==> config.mk <==
export PLATFORM = sky130hd
export DESIGN_NAME = sha1_message_hasher_top
export DESIGN_NICKNAME = d
export VERILOG_FILES = /design/src/hdl/sha1_pkg.sv /design/src/hdl/sha1_message_hasher_top.sv /design/src/hdl/sha1_core.sv
export SDC_FILE = /design/constraint.sdc
export NUM_CORES = 2
export LEC_CHECK = 0
export ABC_CLOCK_PERIOD_IN_PS = 35400
export BUFFER_PORTS_ARGS = -buffer_cell sky130_fd_sc_hd__buf_4
export CAP_MARGIN = 40
export CORE_MARGIN = 2
export CORE_UTILIZATION = 60
export CTS_CLUSTER_DIAMETER = 30
export DETAILED_ROUTE_END_ITERATION = 8
export GPL_TIMING_DRIVEN = 1
export PLACE_DENSITY = 0.73
export SYNTH_ARGS = -nofsm -noshare
export SYNTH_HDL_FRONTEND = slang
export SYNTH_SLANG_ARGS = --single-unit
export TNS_END_PERCENT = 10
==> constraint.sdc <==
create_clock -name clk -period 35.4 [get_ports clk]
set_input_delay 7.08 -clock clk [delete_from_list [all_inputs] [get_ports clk]]
set_output_delay 7.08 -clock clk [all_outputs]
set_load 0.05 [all_outputs]
==> src/hdl/sha1_pkg.sv <==
// Package for the SHA-1 message hasher.
// Holds initial hash words, round constants and the round function.
// No dependencies.
package sha1_pkg;

  localparam logic [31:0] H0_INIT = 32'h67452301;
  localparam logic [31:0] H1_INIT = 32'hEFCDAB89;
  localparam logic [31:0] H2_INIT = 32'h98BADCFE;
  localparam logic [31:0] H3_INIT = 32'h10325476;
  localparam logic [31:0] H4_INIT = 32'hC3D2E1F0;
  localparam logic [31:0] K0 = 32'h5A827999;
  localparam logic [31:0] K1 = 32'h6ED9EBA1;
  localparam logic [31:0] K2 = 32'h8F1BBCDC;
  localparam logic [31:0] K3 = 32'hCA62C1D6;
  localparam logic [7:0] PAD_BYTE = 8'h80;

  typedef struct packed {
    logic start;
    logic done;
  } core_ctl_t;

  function automatic logic [31:0] round_fk(input logic [6:0] t, input logic [31:0] b,
                                           input logic [31:0] c, input logic [31:0] d);
    logic [31:0] f;
    begin
      if (t < 7'd20) f = ((b & c) | (~b & d)) + K0;
      else if (t < 7'd40) f = (b ^ c ^ d) + K1;
      else if (t < 7'd60) f = ((b & c) | (b & d) | (c & d)) + K2;
      else f = (b ^ c ^ d) + K3;
      return f;
    end
  endfunction

endpackage

==> src/hdl/sha1_message_hasher_top.sv <==
// Top level of the SHA-1 message hasher: byte intake, padding and digest output.
// Holds the 64-byte block memory and controller; instantiates sha1_core.
// Depends on sha1_pkg and sha1_core.
//
// Usage: message bytes enter one word per cycle on the in_ channel while in_tready
// is high. tdata carries data_byte, tuser carries has_byte, tlast marks the end of
// the message. A closing word may carry no byte. The digest leaves as one word on
// the out_ channel. After every 64th byte the input is held while the 80-round core
// runs one round per cycle out of the block memory and adds the result to the
// chaining value.
// After the last word the padding and the length are written one byte per cycle up
// to the end of the block, then the block is compressed; when fewer than nine bytes
// of room remain, a second block follows.
// Reset returns the chaining value to the initial hash and empties the block.
// The digest sits in an output register; while the receiver stalls, new message
// bytes are still taken, and only the next digest waits for that register.
module sha1_message_hasher_top (
  input  logic         clk,
  input  logic         rst_n,
  input  logic         in_tvalid,
  output logic         in_tready,
  input  logic [7:0]   in_tdata,   // data_byte[7:0]
  input  logic         in_tuser,   // has_byte
  input  logic         in_tlast,   // last
  output logic         out_tvalid,
  input  logic         out_tready,
  output logic [159:0] out_tdata   // digest_word0..digest_word4, 32 bits each
);

  localparam logic [2:0] S_FILL = 3'd0;
  localparam logic [2:0] S_PAD  = 3'd1;
  localparam logic [2:0] S_LEN  = 3'd2;
  localparam logic [2:0] S_HASH = 3'd3;
  localparam logic [2:0] S_WAIT = 3'd4;
  localparam logic [2:0] S_OUT  = 3'd5;

  logic [2:0]  state_r;
  logic [5:0]  fill_r;
  logic [63:0] bits_r;
  logic        fin_r;
  logic [31:0] buf_mem [16];
  logic [3:0]  rd_addr;
  logic [3:0]  core_addr;
  logic [31:0] rd_word_r;
  logic        wr_en;
  logic [5:0]  wr_addr;
  logic [7:0]  wr_data;
  logic [7:0]  len_byte;
  sha1_pkg::core_ctl_t ctl_to, ctl_from;
  logic [159:0] chain;
  logic        acc;

  // Memory of 16 big-endian words, written one byte lane at a time.
  always_ff @(posedge clk) begin
    if (wr_en) buf_mem[wr_addr[5:2]][{~wr_addr[1:0], 3'b000} +: 8] <= wr_data;
    rd_word_r <= buf_mem[rd_addr];
  end

  assign in_tready = (state_r == S_FILL);
  assign acc = in_tvalid && in_tready;
  assign len_byte = 8'(bits_r >> {3'd7 - fill_r[2:0], 3'b000});

  always_comb begin
    wr_en = 1'b0;
    wr_addr = fill_r;
    wr_data = in_tdata;
    if (acc && in_tuser) wr_en = 1'b1;
    else if (state_r == S_PAD) begin
      wr_en = 1'b1;
      wr_data = pad_done_r ? 8'h00 : sha1_pkg::PAD_BYTE;
    end else if (state_r == S_LEN) begin
      wr_en = 1'b1;
      wr_data = len_byte;
    end
  end

  logic       out_valid_r;
  logic       pad_done_r;
  logic       len_done_r;
  logic       out_load;
  logic [159:0] dig_r;

  logic core_busy;
  assign core_busy = ctl_from.start;
  assign out_load = (state_r == S_OUT) && (!out_valid_r || out_tready);
  assign ctl_to = '{start: (state_r == S_HASH), done: out_load};

  always_ff @(posedge clk) begin
    if (!rst_n) begin
      state_r <= S_FILL;
      fill_r <= '0;
      bits_r <= '0;
      fin_r <= 1'b0;
      pad_done_r <= 1'b0;
      len_done_r <= 1'b0;
      out_valid_r <= 1'b0;
    end else begin
      if (out_load) out_valid_r <= 1'b1;
      else if (out_tready) out_valid_r <= 1'b0;
      unique case (state_r)
        S_FILL: begin
          if (acc) begin
            if (in_tuser) begin
              fill_r <= fill_r + 6'd1;
              bits_r <= bits_r + 64'd8;
            end
            fin_r <= in_tlast;
            pad_done_r <= 1'b0;
            len_done_r <= 1'b0;
            if (in_tuser && fill_r == 6'd63) begin
              state_r <= S_HASH;
            end else if (in_tlast) begin
              state_r <= S_PAD;
            end
          end
        end
        S_PAD: begin
          // The first cycle writes 0x80, later cycles write zeros up to the length.
          if (!pad_done_r) begin
            pad_done_r <= 1'b1;
          end
          fin_r <= 1'b1;
          fill_r <= fill_r + 6'd1;
          if (!pad_done_r && fill_r == 6'd63) state_r <= S_HASH;
          else if (pad_done_r && fill_r == 6'd55) state_r <= S_LEN;
          else if (pad_done_r && fill_r == 6'd63) state_r <= S_HASH;
          else if (!pad_done_r && fill_r == 6'd55) state_r <= S_LEN;
        end
        S_LEN: begin
          fill_r <= fill_r + 6'd1;
          if (fill_r == 6'd63) begin
            state_r <= S_HASH;
            len_done_r <= 1'b1;
          end
        end
        S_HASH: begin
          state_r <= S_WAIT;
        end
        S_WAIT: begin
          if (ctl_from.done) begin
            fill_r <= '0;
            if (!fin_r) state_r <= S_FILL;
            else if (len_done_r) state_r <= S_OUT;
            else state_r <= S_PAD;
          end
        end
        S_OUT: begin
          bits_r <= '0;
          if (out_load) begin
            dig_r <= chain;
            fin_r <= 1'b0;
            state_r <= S_FILL;
          end
        end
        default: state_r <= S_FILL;
      endcase
    end
  end

  // Round t fetches word t+1 of the block; word 0 is fetched on the start cycle.
  assign rd_addr = (state_r == S_HASH) ? 4'd0 : core_addr;

  sha1_core u_core (
    .clk      (clk),
    .rst_n    (rst_n),
    .ctl_in   (ctl_to),
    .ctl_out  (ctl_from),
    .blk_addr (core_addr),
    .blk_word (rd_word_r),
    .chain    (chain)
  );

  assign out_tvalid = out_valid_r;
  assign out_tdata  = dig_r;

  ap_out_held_while_stalled: assert property (@(posedge clk) disable iff (!rst_n)
    (out_tvalid && !out_tready) |=> (out_tvalid && $stable(out_tdata)))
    else $error("digest changed while stalled");
  ap_fill_reset_after_out: assert property (@(posedge clk) disable iff (!rst_n)
    (state_r == S_OUT) |=> (fill_r == 6'd0 && bits_r == 64'd0))
    else $error("state not cleared after digest");
  ap_hash_starts_core: assert property (@(posedge clk) disable iff (!rst_n)
    (state_r == S_HASH) |=> core_busy) else $error("core did not start");

endmodule

==> src/hdl/sha1_core.sv <==
// SHA-1 compression core: 80 rounds, one per cycle, words read from a block memory.
// The schedule window is a 16-word memory read and written each round.
// Depends on sha1_pkg.
module sha1_core (
  input  logic                clk,
  input  logic                rst_n,
  input  sha1_pkg::core_ctl_t ctl_in,
  output sha1_pkg::core_ctl_t ctl_out,
  output logic [3:0]          blk_addr,
  input  logic [31:0]         blk_word,
  output logic [159:0]        chain
);

  localparam logic [1:0] S_IDLE = 2'd0;
  localparam logic [1:0] S_RUN  = 2'd1;
  localparam logic [1:0] S_ADD  = 2'd2;

  logic [1:0]  state_r;
  logic [6:0]  t_r;
  logic [31:0] a_r, b_r, c_r, d_r, e_r;
  logic [31:0] h_r [5];
  logic [31:0] win_mem [16];
  logic [31:0] w3_r, w8_r, w14_r, w16_r;
  logic [31:0] w_cur;
  logic [31:0] wx;
  logic [6:0]  t_nxt;

  // The newest tap is a shift register of recent words; memory keeps the 16-word history.
  assign wx    = w3_r ^ w8_r ^ w14_r ^ w16_r;
  assign w_cur = (t_r < 7'd16) ? blk_word : {wx[30:0], wx[31]};
  assign t_nxt = t_r + 7'd1;
  assign blk_addr = t_nxt[3:0];

  logic [31:0] rd8_r, rd14_r, rd16_r;

  always_ff @(posedge clk) begin
    if (state_r == S_RUN) begin
      win_mem[t_r[3:0]] <= w_cur;
    end
    rd8_r  <= win_mem[4'(t_nxt[3:0] - 4'd8)];
    rd14_r <= win_mem[4'(t_nxt[3:0] - 4'd14)];
    rd16_r <= win_mem[t_nxt[3:0]];
  end

  // Forwarding: each word written this cycle also enters a shift register for the newest tap.
  logic [31:0] w1_r, w2_r;
  always_ff @(posedge clk) begin
    if (state_r == S_RUN) begin
      w1_r <= w_cur;
      w2_r <= w1_r;
      w3_r <= w2_r;
    end
  end
  assign w8_r  = rd8_r;
  assign w14_r = rd14_r;
  assign w16_r = rd16_r;

  always_ff @(posedge clk) begin
    if (!rst_n) begin
      state_r <= S_IDLE;
      t_r     <= '0;
      h_r[0] <= sha1_pkg::H0_INIT;
      h_r[1] <= sha1_pkg::H1_INIT;
      h_r[2] <= sha1_pkg::H2_INIT;
      h_r[3] <= sha1_pkg::H3_INIT;
      h_r[4] <= sha1_pkg::H4_INIT;
    end else begin
      unique case (state_r)
        S_IDLE: begin
          if (ctl_in.done) begin
            h_r[0] <= sha1_pkg::H0_INIT;
            h_r[1] <= sha1_pkg::H1_INIT;
            h_r[2] <= sha1_pkg::H2_INIT;
            h_r[3] <= sha1_pkg::H3_INIT;
            h_r[4] <= sha1_pkg::H4_INIT;
          end else if (ctl_in.start) begin
            state_r <= S_RUN;
            t_r <= '0;
            a_r <= h_r[0]; b_r <= h_r[1]; c_r <= h_r[2]; d_r <= h_r[3]; e_r <= h_r[4];
          end
        end
        S_RUN: begin
          a_r <= {a_r[26:0], a_r[31:27]} + sha1_pkg::round_fk(t_r, b_r, c_r, d_r)
                 + e_r + w_cur;
          b_r <= a_r;
          c_r <= {b_r[1:0], b_r[31:2]};
          d_r <= c_r;
          e_r <= d_r;
          t_r <= t_nxt;
          if (t_r == 7'd79) state_r <= S_ADD;
        end
        S_ADD: begin
          h_r[0] <= h_r[0] + a_r;
          h_r[1] <= h_r[1] + b_r;
          h_r[2] <= h_r[2] + c_r;
          h_r[3] <= h_r[3] + d_r;
          h_r[4] <= h_r[4] + e_r;
          state_r <= S_IDLE;
        end
        default: state_r <= S_IDLE;
      endcase
    end
  end

  assign ctl_out = '{start: (state_r != S_IDLE), done: (state_r == S_ADD)};
  assign chain = {h_r[4], h_r[3], h_r[2], h_r[1], h_r[0]};

endmodule

* Yosys cells after proc, flatten, opt, wreduce, memory -nomap -nowiden
Memories as Yosys holds them, arrays and structs flattened. A register that Yosys moved wholly into a read port is not among the register bits.
Cells that the tools add are included.
** Storage, ports and cells
- Register bits :: 502
- Memory bits (writable) :: 1184
- Memories kept :: 3
** Memory list
- buf_mem :: depth 16, bits a word 32, read ports 1, clocked after Yosys merged registers in 1, wr ports 1, line sha1_message_hasher_top.sv:41 : logic [31:0] buf_mem [16];
- u_core.win_mem :: depth 16, bits a word 32, read ports 3, clocked after Yosys merged registers in 3, wr ports 1, line sha1_core.sv:22 : logic [31:0] win_mem [16];
- u_core.h_r :: depth 5, bits a word 32, read ports 5, clocked after Yosys merged registers in 0, wr ports 5, line sha1_core.sv:21 : logic [31:0] h_r [5];
** Cells by class
- $add $sub $neg :: 19
- Order comparisons :: 4
- Eq/ne operators :: 20
- Shift operators :: 3
- Multiplexer cells :: 87
- Bitwise gates (word level) :: 24
- Reduce and logical (&&, ||, !) cells :: 31
** Operator list (count)
- 2-to-1 mux 32 bit :: 27
- case mux 32 bit (2 select lines) :: 5
- adder 32 bit :: 8
- bitwise XOR 32 bit :: 5
- AND 32 bit :: 4
- 2-to-1 mux 64 bit :: 2
- case mux 64 bit (2 select lines) :: 1
- bitwise OR 32 bit :: 3
- adder 32 x 31 -> 32 bit, second input constant :: 2
- adder 32 bit, second input constant :: 2
- adder 64 x 4 -> 64 bit, second input constant :: 1
- right shift 64 x 6 -> 8 bit :: 1
- 2-to-1 mux 3 bit :: 12
- 2-to-1 mux 8 bit :: 4
- NOT 32 bit :: 1
- variable shift 8 x 7 -> 32 bit, first input constant :: 1
- variable part select 8 x 7 -> 32 bit :: 1
- 2-to-1 mux 1 bit :: 20
- 2-to-1 mux 6 bit :: 3
- case mux 3 bit (6 select lines) :: 1
- case mux 6 bit (3 select lines) :: 1
- AND reduction 3 bit :: 6
- < comparator 7 x 5 -> 1 bit, second input constant :: 2
- < comparator 7 x 6 -> 1 bit, second input constant :: 2
- other kinds (36) :: 73

* Depth between registers and ports, before layout
- Depth after elaboration :: 13
- Mapped depth :: 27
- Gate-level depth less buffers :: 27

* Cells and area by module
Synthesis repeated with hierarchy kept, for this count alone.
** Unflattened totals
- Cell total of the unflattened synthesis :: 6471
- Area, all modules :: 87901.8 um^2
** By module, submodules not included
- sha1_core :: times used 1, cells each 4441, area an instance 57009.7 um^2, seq. area each 29968.7 um^2
- sha1_message_hasher_top :: times used 1, cells each 2030, area an instance 30892.1 um^2, seq. area each 22301.4 um^2

* Worst setup path after synthesis
No wires, ideal clock.
- Kind :: input to register
- Start point :: input port out_tready
- End point :: memory u_core.h_r[0][0] (enable)
- Setup time :: 0.900 ns
- Arrival :: 18.575 ns
- Required time :: 34.500 ns
- Setup slack :: 15.924 ns
- Cell stages on the path :: 4
- Cell sequence :: nand2b_1 and3_1 nor2_1 o21ai_0
** RTL lines
- from (decl) :: line sha1_message_hasher_top.sv:26 : input logic out_tready,
- to (decl) :: line sha1_core.sv:21

* Worst setup path in the final report
- Start point :: register state_r[2]
- End point :: output port in_tready
** Between the ends
- Longest elaborated chain between the ends :: 1
** RTL lines
- from (decl) :: line sha1_message_hasher_top.sv:37 : logic [2:0] state_r;
- from (signal assigned) :: line sha1_message_hasher_top.sv:90 : state_r <= S_FILL;
- from (signal assigned) :: line sha1_message_hasher_top.sv:111 : state_r <= S_HASH;
- from (signal assigned) :: line sha1_message_hasher_top.sv:113 : state_r <= S_PAD;
- zero test 3 bit :: line sha1_message_hasher_top.sv:59 : assign in_tready = (state_r == S_FILL);
- to (decl) :: line sha1_message_hasher_top.sv:21 : output logic in_tready,
No other way between the ends.

==> out/metrics.csv <==
metric,value,unit
status,completed,
Leakage,37.7,nW
final worst-path cycle share,25.8,%
TNS Setup,0,ns
vias in the first global route,57500,
grt ovf,0,
Post-synth EDFFs,1600,
"Avg Cell Area, Syn",13.6,um^2
met3 usage,6.65,%
GR peak layer,met2,
Final Hold Violating Endpoints,0,
Via-to-Cell Ratio,6.40,
post-CTS setup buffers,0,
share of the synthesized area in the top cell type,55.4,%
share of flip-flops with an asynchronous set or reset,0,%
most frequent cells in the layout,"1600 x edfxtp_1, 623 x nand2_1, 378 x clkbuf_16",
Initial Util,60.5,%
global-route wire length before repair,348,mm
worst skew pair latency,0.94,ns
"Data required, critical path",28.32,ns
RD Place Congestion,0.927,
final-stage net count,7073,
# rows,139,
"Gates resized, CTS repair",0,
synthesized flop and latch total,1811,
syn_nets,6674,
met2 usage,50.2,%
Root Driver,clkbuf_16,
height of the die,384,um
Worst-path clk slew,0.05,ns
"most common cell after layout, fill and taps aside",edfxtp_1,
Crit Path Category,flop to output port,
I/O pin count,176,
hold_ws,0.393,ns
Crit Path Max Fanout,18,
"Area growth, synth to finish",19.2,%
initial antenna violation count,10,
Starting DRT DRC Count,6957,
Netlist cell types,90,
max-cap violations,0,
routing usage on met1,42.2,%
# setup viols final,0,
skew final,0.0570,ns
drt drc,0,
overall die width,384,um
Max H-tree Level,5,
worst slew pin tran,1.12,ns
CP Launch Type,flop,
Max Transition Viols Final,0,
Clock Path Buffers,4,
Die Area,0.148,mm^2
fmax,109,MHz
largest net degree at the start of global routing,157,
CTS tree,yes,
sequential share of the synthesized area,60.3,%
Mapped Area,0.0867,mm^2
CP Capture Type,output port,
Slew Limit Headroom,25.2,%
"Hold-fix buffers, CTS",0,
first drt pass iteration count,6,
Num CTS Buffers,371,
post-route ant nets,0,
final critical-path required period,9.14,ns
dpl hpwl,147,mm
Worst VDD drop,0.0574,mV
CP arrival,2.06,ns
Routed WL,234,mm
"top cells by area, synth","edfxtp_1 55%, mux4_2 7.8%, dfxtp_1 4.9%, ha_1 2.9%, nand2_1 2.7%",
WL per Instance,26.2,um
input/output buffers,175,
leading area contributor after synthesis,edfxtp_1,
GRT Util Overall,31.6,%
share of cells above drive strength 1,20.6,%
Via Count,57300,
Syn Inst Count,6359,
CTS sink cnt,1811,
Main synth FF type,edfxtp_1,
core area,0.143,mm^2
FILL cells,8906,
worst hold path class,flop to flop,
RSZ-0062 raised after global routing,no,
Ys Warns,0,
P per Cell Area,61.5,mW/mm^2
-- stage by stage --
| step | worst slack (ns) | util (%) | std cells | total power [mW] | instance area [um^2] |
|---|---|---|---|---|---|
| after CTS | 26.26 | 72.1 | 8955 | 6.36 | 103000 |
| final | 26.26 | 72.1 | 8958 | 6.36 | 103000 |
| after global routing | 26.12 | 72.1 | 8955 | 6.52 | 103000 |
| after global placement | 25.40 | 62.9 | 8236 | 2.88 | 90200 |
| after detailed placement | 25.31 | 63.3 | 8288 | 2.90 | 90800 |
| after floorplan | 15.92 | - | 6359 | 2.75 | 86700 |
-- state kept, by name, indices dropped and copies added (netlist names), 61 cells and up --
| signal | count |
|---|---|
| u_core.h_r | 160 |
| u_core.win_mem | 512 |
| out_tdata | 160 |
| bits_r | 61 |
| buf_mem | 512 |
-- where the power goes --
part           internal, mW  switching (mW)  leakage, nW
Clock                  2.31            1.17         6.06
Combinational         0.160           0.296         15.2
Sequential             2.39          0.0243         16.4
-- cell usage after synthesis, types with 27 or more instances --
| cell type | n |
|---|---|
| o31ai_1 | 51 |
| buf_1 | 33 |
| mux4_2 | 301 |
| dfxtp_1 | 211 |
| and3_1 | 76 |
| edfxtp_1 | 1600 |
| o22ai_1 | 28 |
| clkbuf_1 | 262 |
| nand2b_1 | 39 |
| a221oi_1 | 40 |
| mux2i_1 | 227 |
| inv_1 | 235 |
| nand2_1 | 624 |
| fa_1 | 99 |
| a31oi_1 | 32 |
| nand3_1 | 108 |
| a211oi_1 | 36 |
| and2_1 | 27 |
| xnor2_1 | 220 |
| nor2b_1 | 59 |
| a21oi_1 | 370 |
| mux2_2 | 139 |
| nor3_1 | 45 |
| o221ai_1 | 39 |
| or3_1 | 42 |
| nor2_1 | 352 |
| o21ai_0 | 354 |
| o21a_1 | 38 |
| xor2_1 | 127 |
| ha_1 | 202 |
| a21o_1 | 88 |
-- kinds of logic (layout without fill, tap and decap cells) --
family	after synthesis	in the layout	share of synthesized area (%)
compound gates	1231	1231	8.81
xor+xnor	347	347	3.50
fa+ha+maj	301	301	5.20
buf+inv	535	1228	2.32
flops	1811	1811	60.3
mux	667	667	12.2
other cells	0	3	0
simple gates	1467	1467	7.68
-- worst max-delay path, cell delays in order (launching register included) --
cell	delay (ns)
dfxtp_1	0.48
nor3_1	0.39
buf_4	0.27
-- worst paths after layout --
path	start	end	slack [ns]	cells after the start
min	u_core.w2_r[18]$_DFFE_PP_	u_core.w3_r[18]$_DFFE_PP_	0.39	0
max reg2reg	u_core.d_r[1]$_DFFE_PP_	u_core.a_r[31]$_DFFE_PP_	28.05	24
max	state_r[2]$_SDFFE_PN0P_	in_tready	26.26	2
min reg2reg	u_core.w2_r[18]$_DFFE_PP_	u_core.w3_r[18]$_DFFE_PP_	0.39	0
-- final cells by class --
| type | count | area, um^2 | share of cell area (%) |
|---|---|---|---|
| repair buffers | 325 | 2640 | 2.55 |
| multi-input cells | 4013 | 32600 | 31.6 |
| inverters | 236 | 893 | 0.864 |
| well taps | 1903 | 2380 | 2.30 |
| diodes | 3 | 7.51 | 0.00726 |
| flip-flops and latches | 1811 | 52300 | 50.6 |
| clock buffers | 414 | 9640 | 9.33 |
| clock inverters | 253 | 2910 | 2.82 |
-- layer usage --
layer	vias to the layer above	routed length, um
met3	597	22800
met1	28500	90000
met4	2	10900
met5	-	13
li1	25000	-
met2	3140	111000
Power figures use the tool's default switching activity.
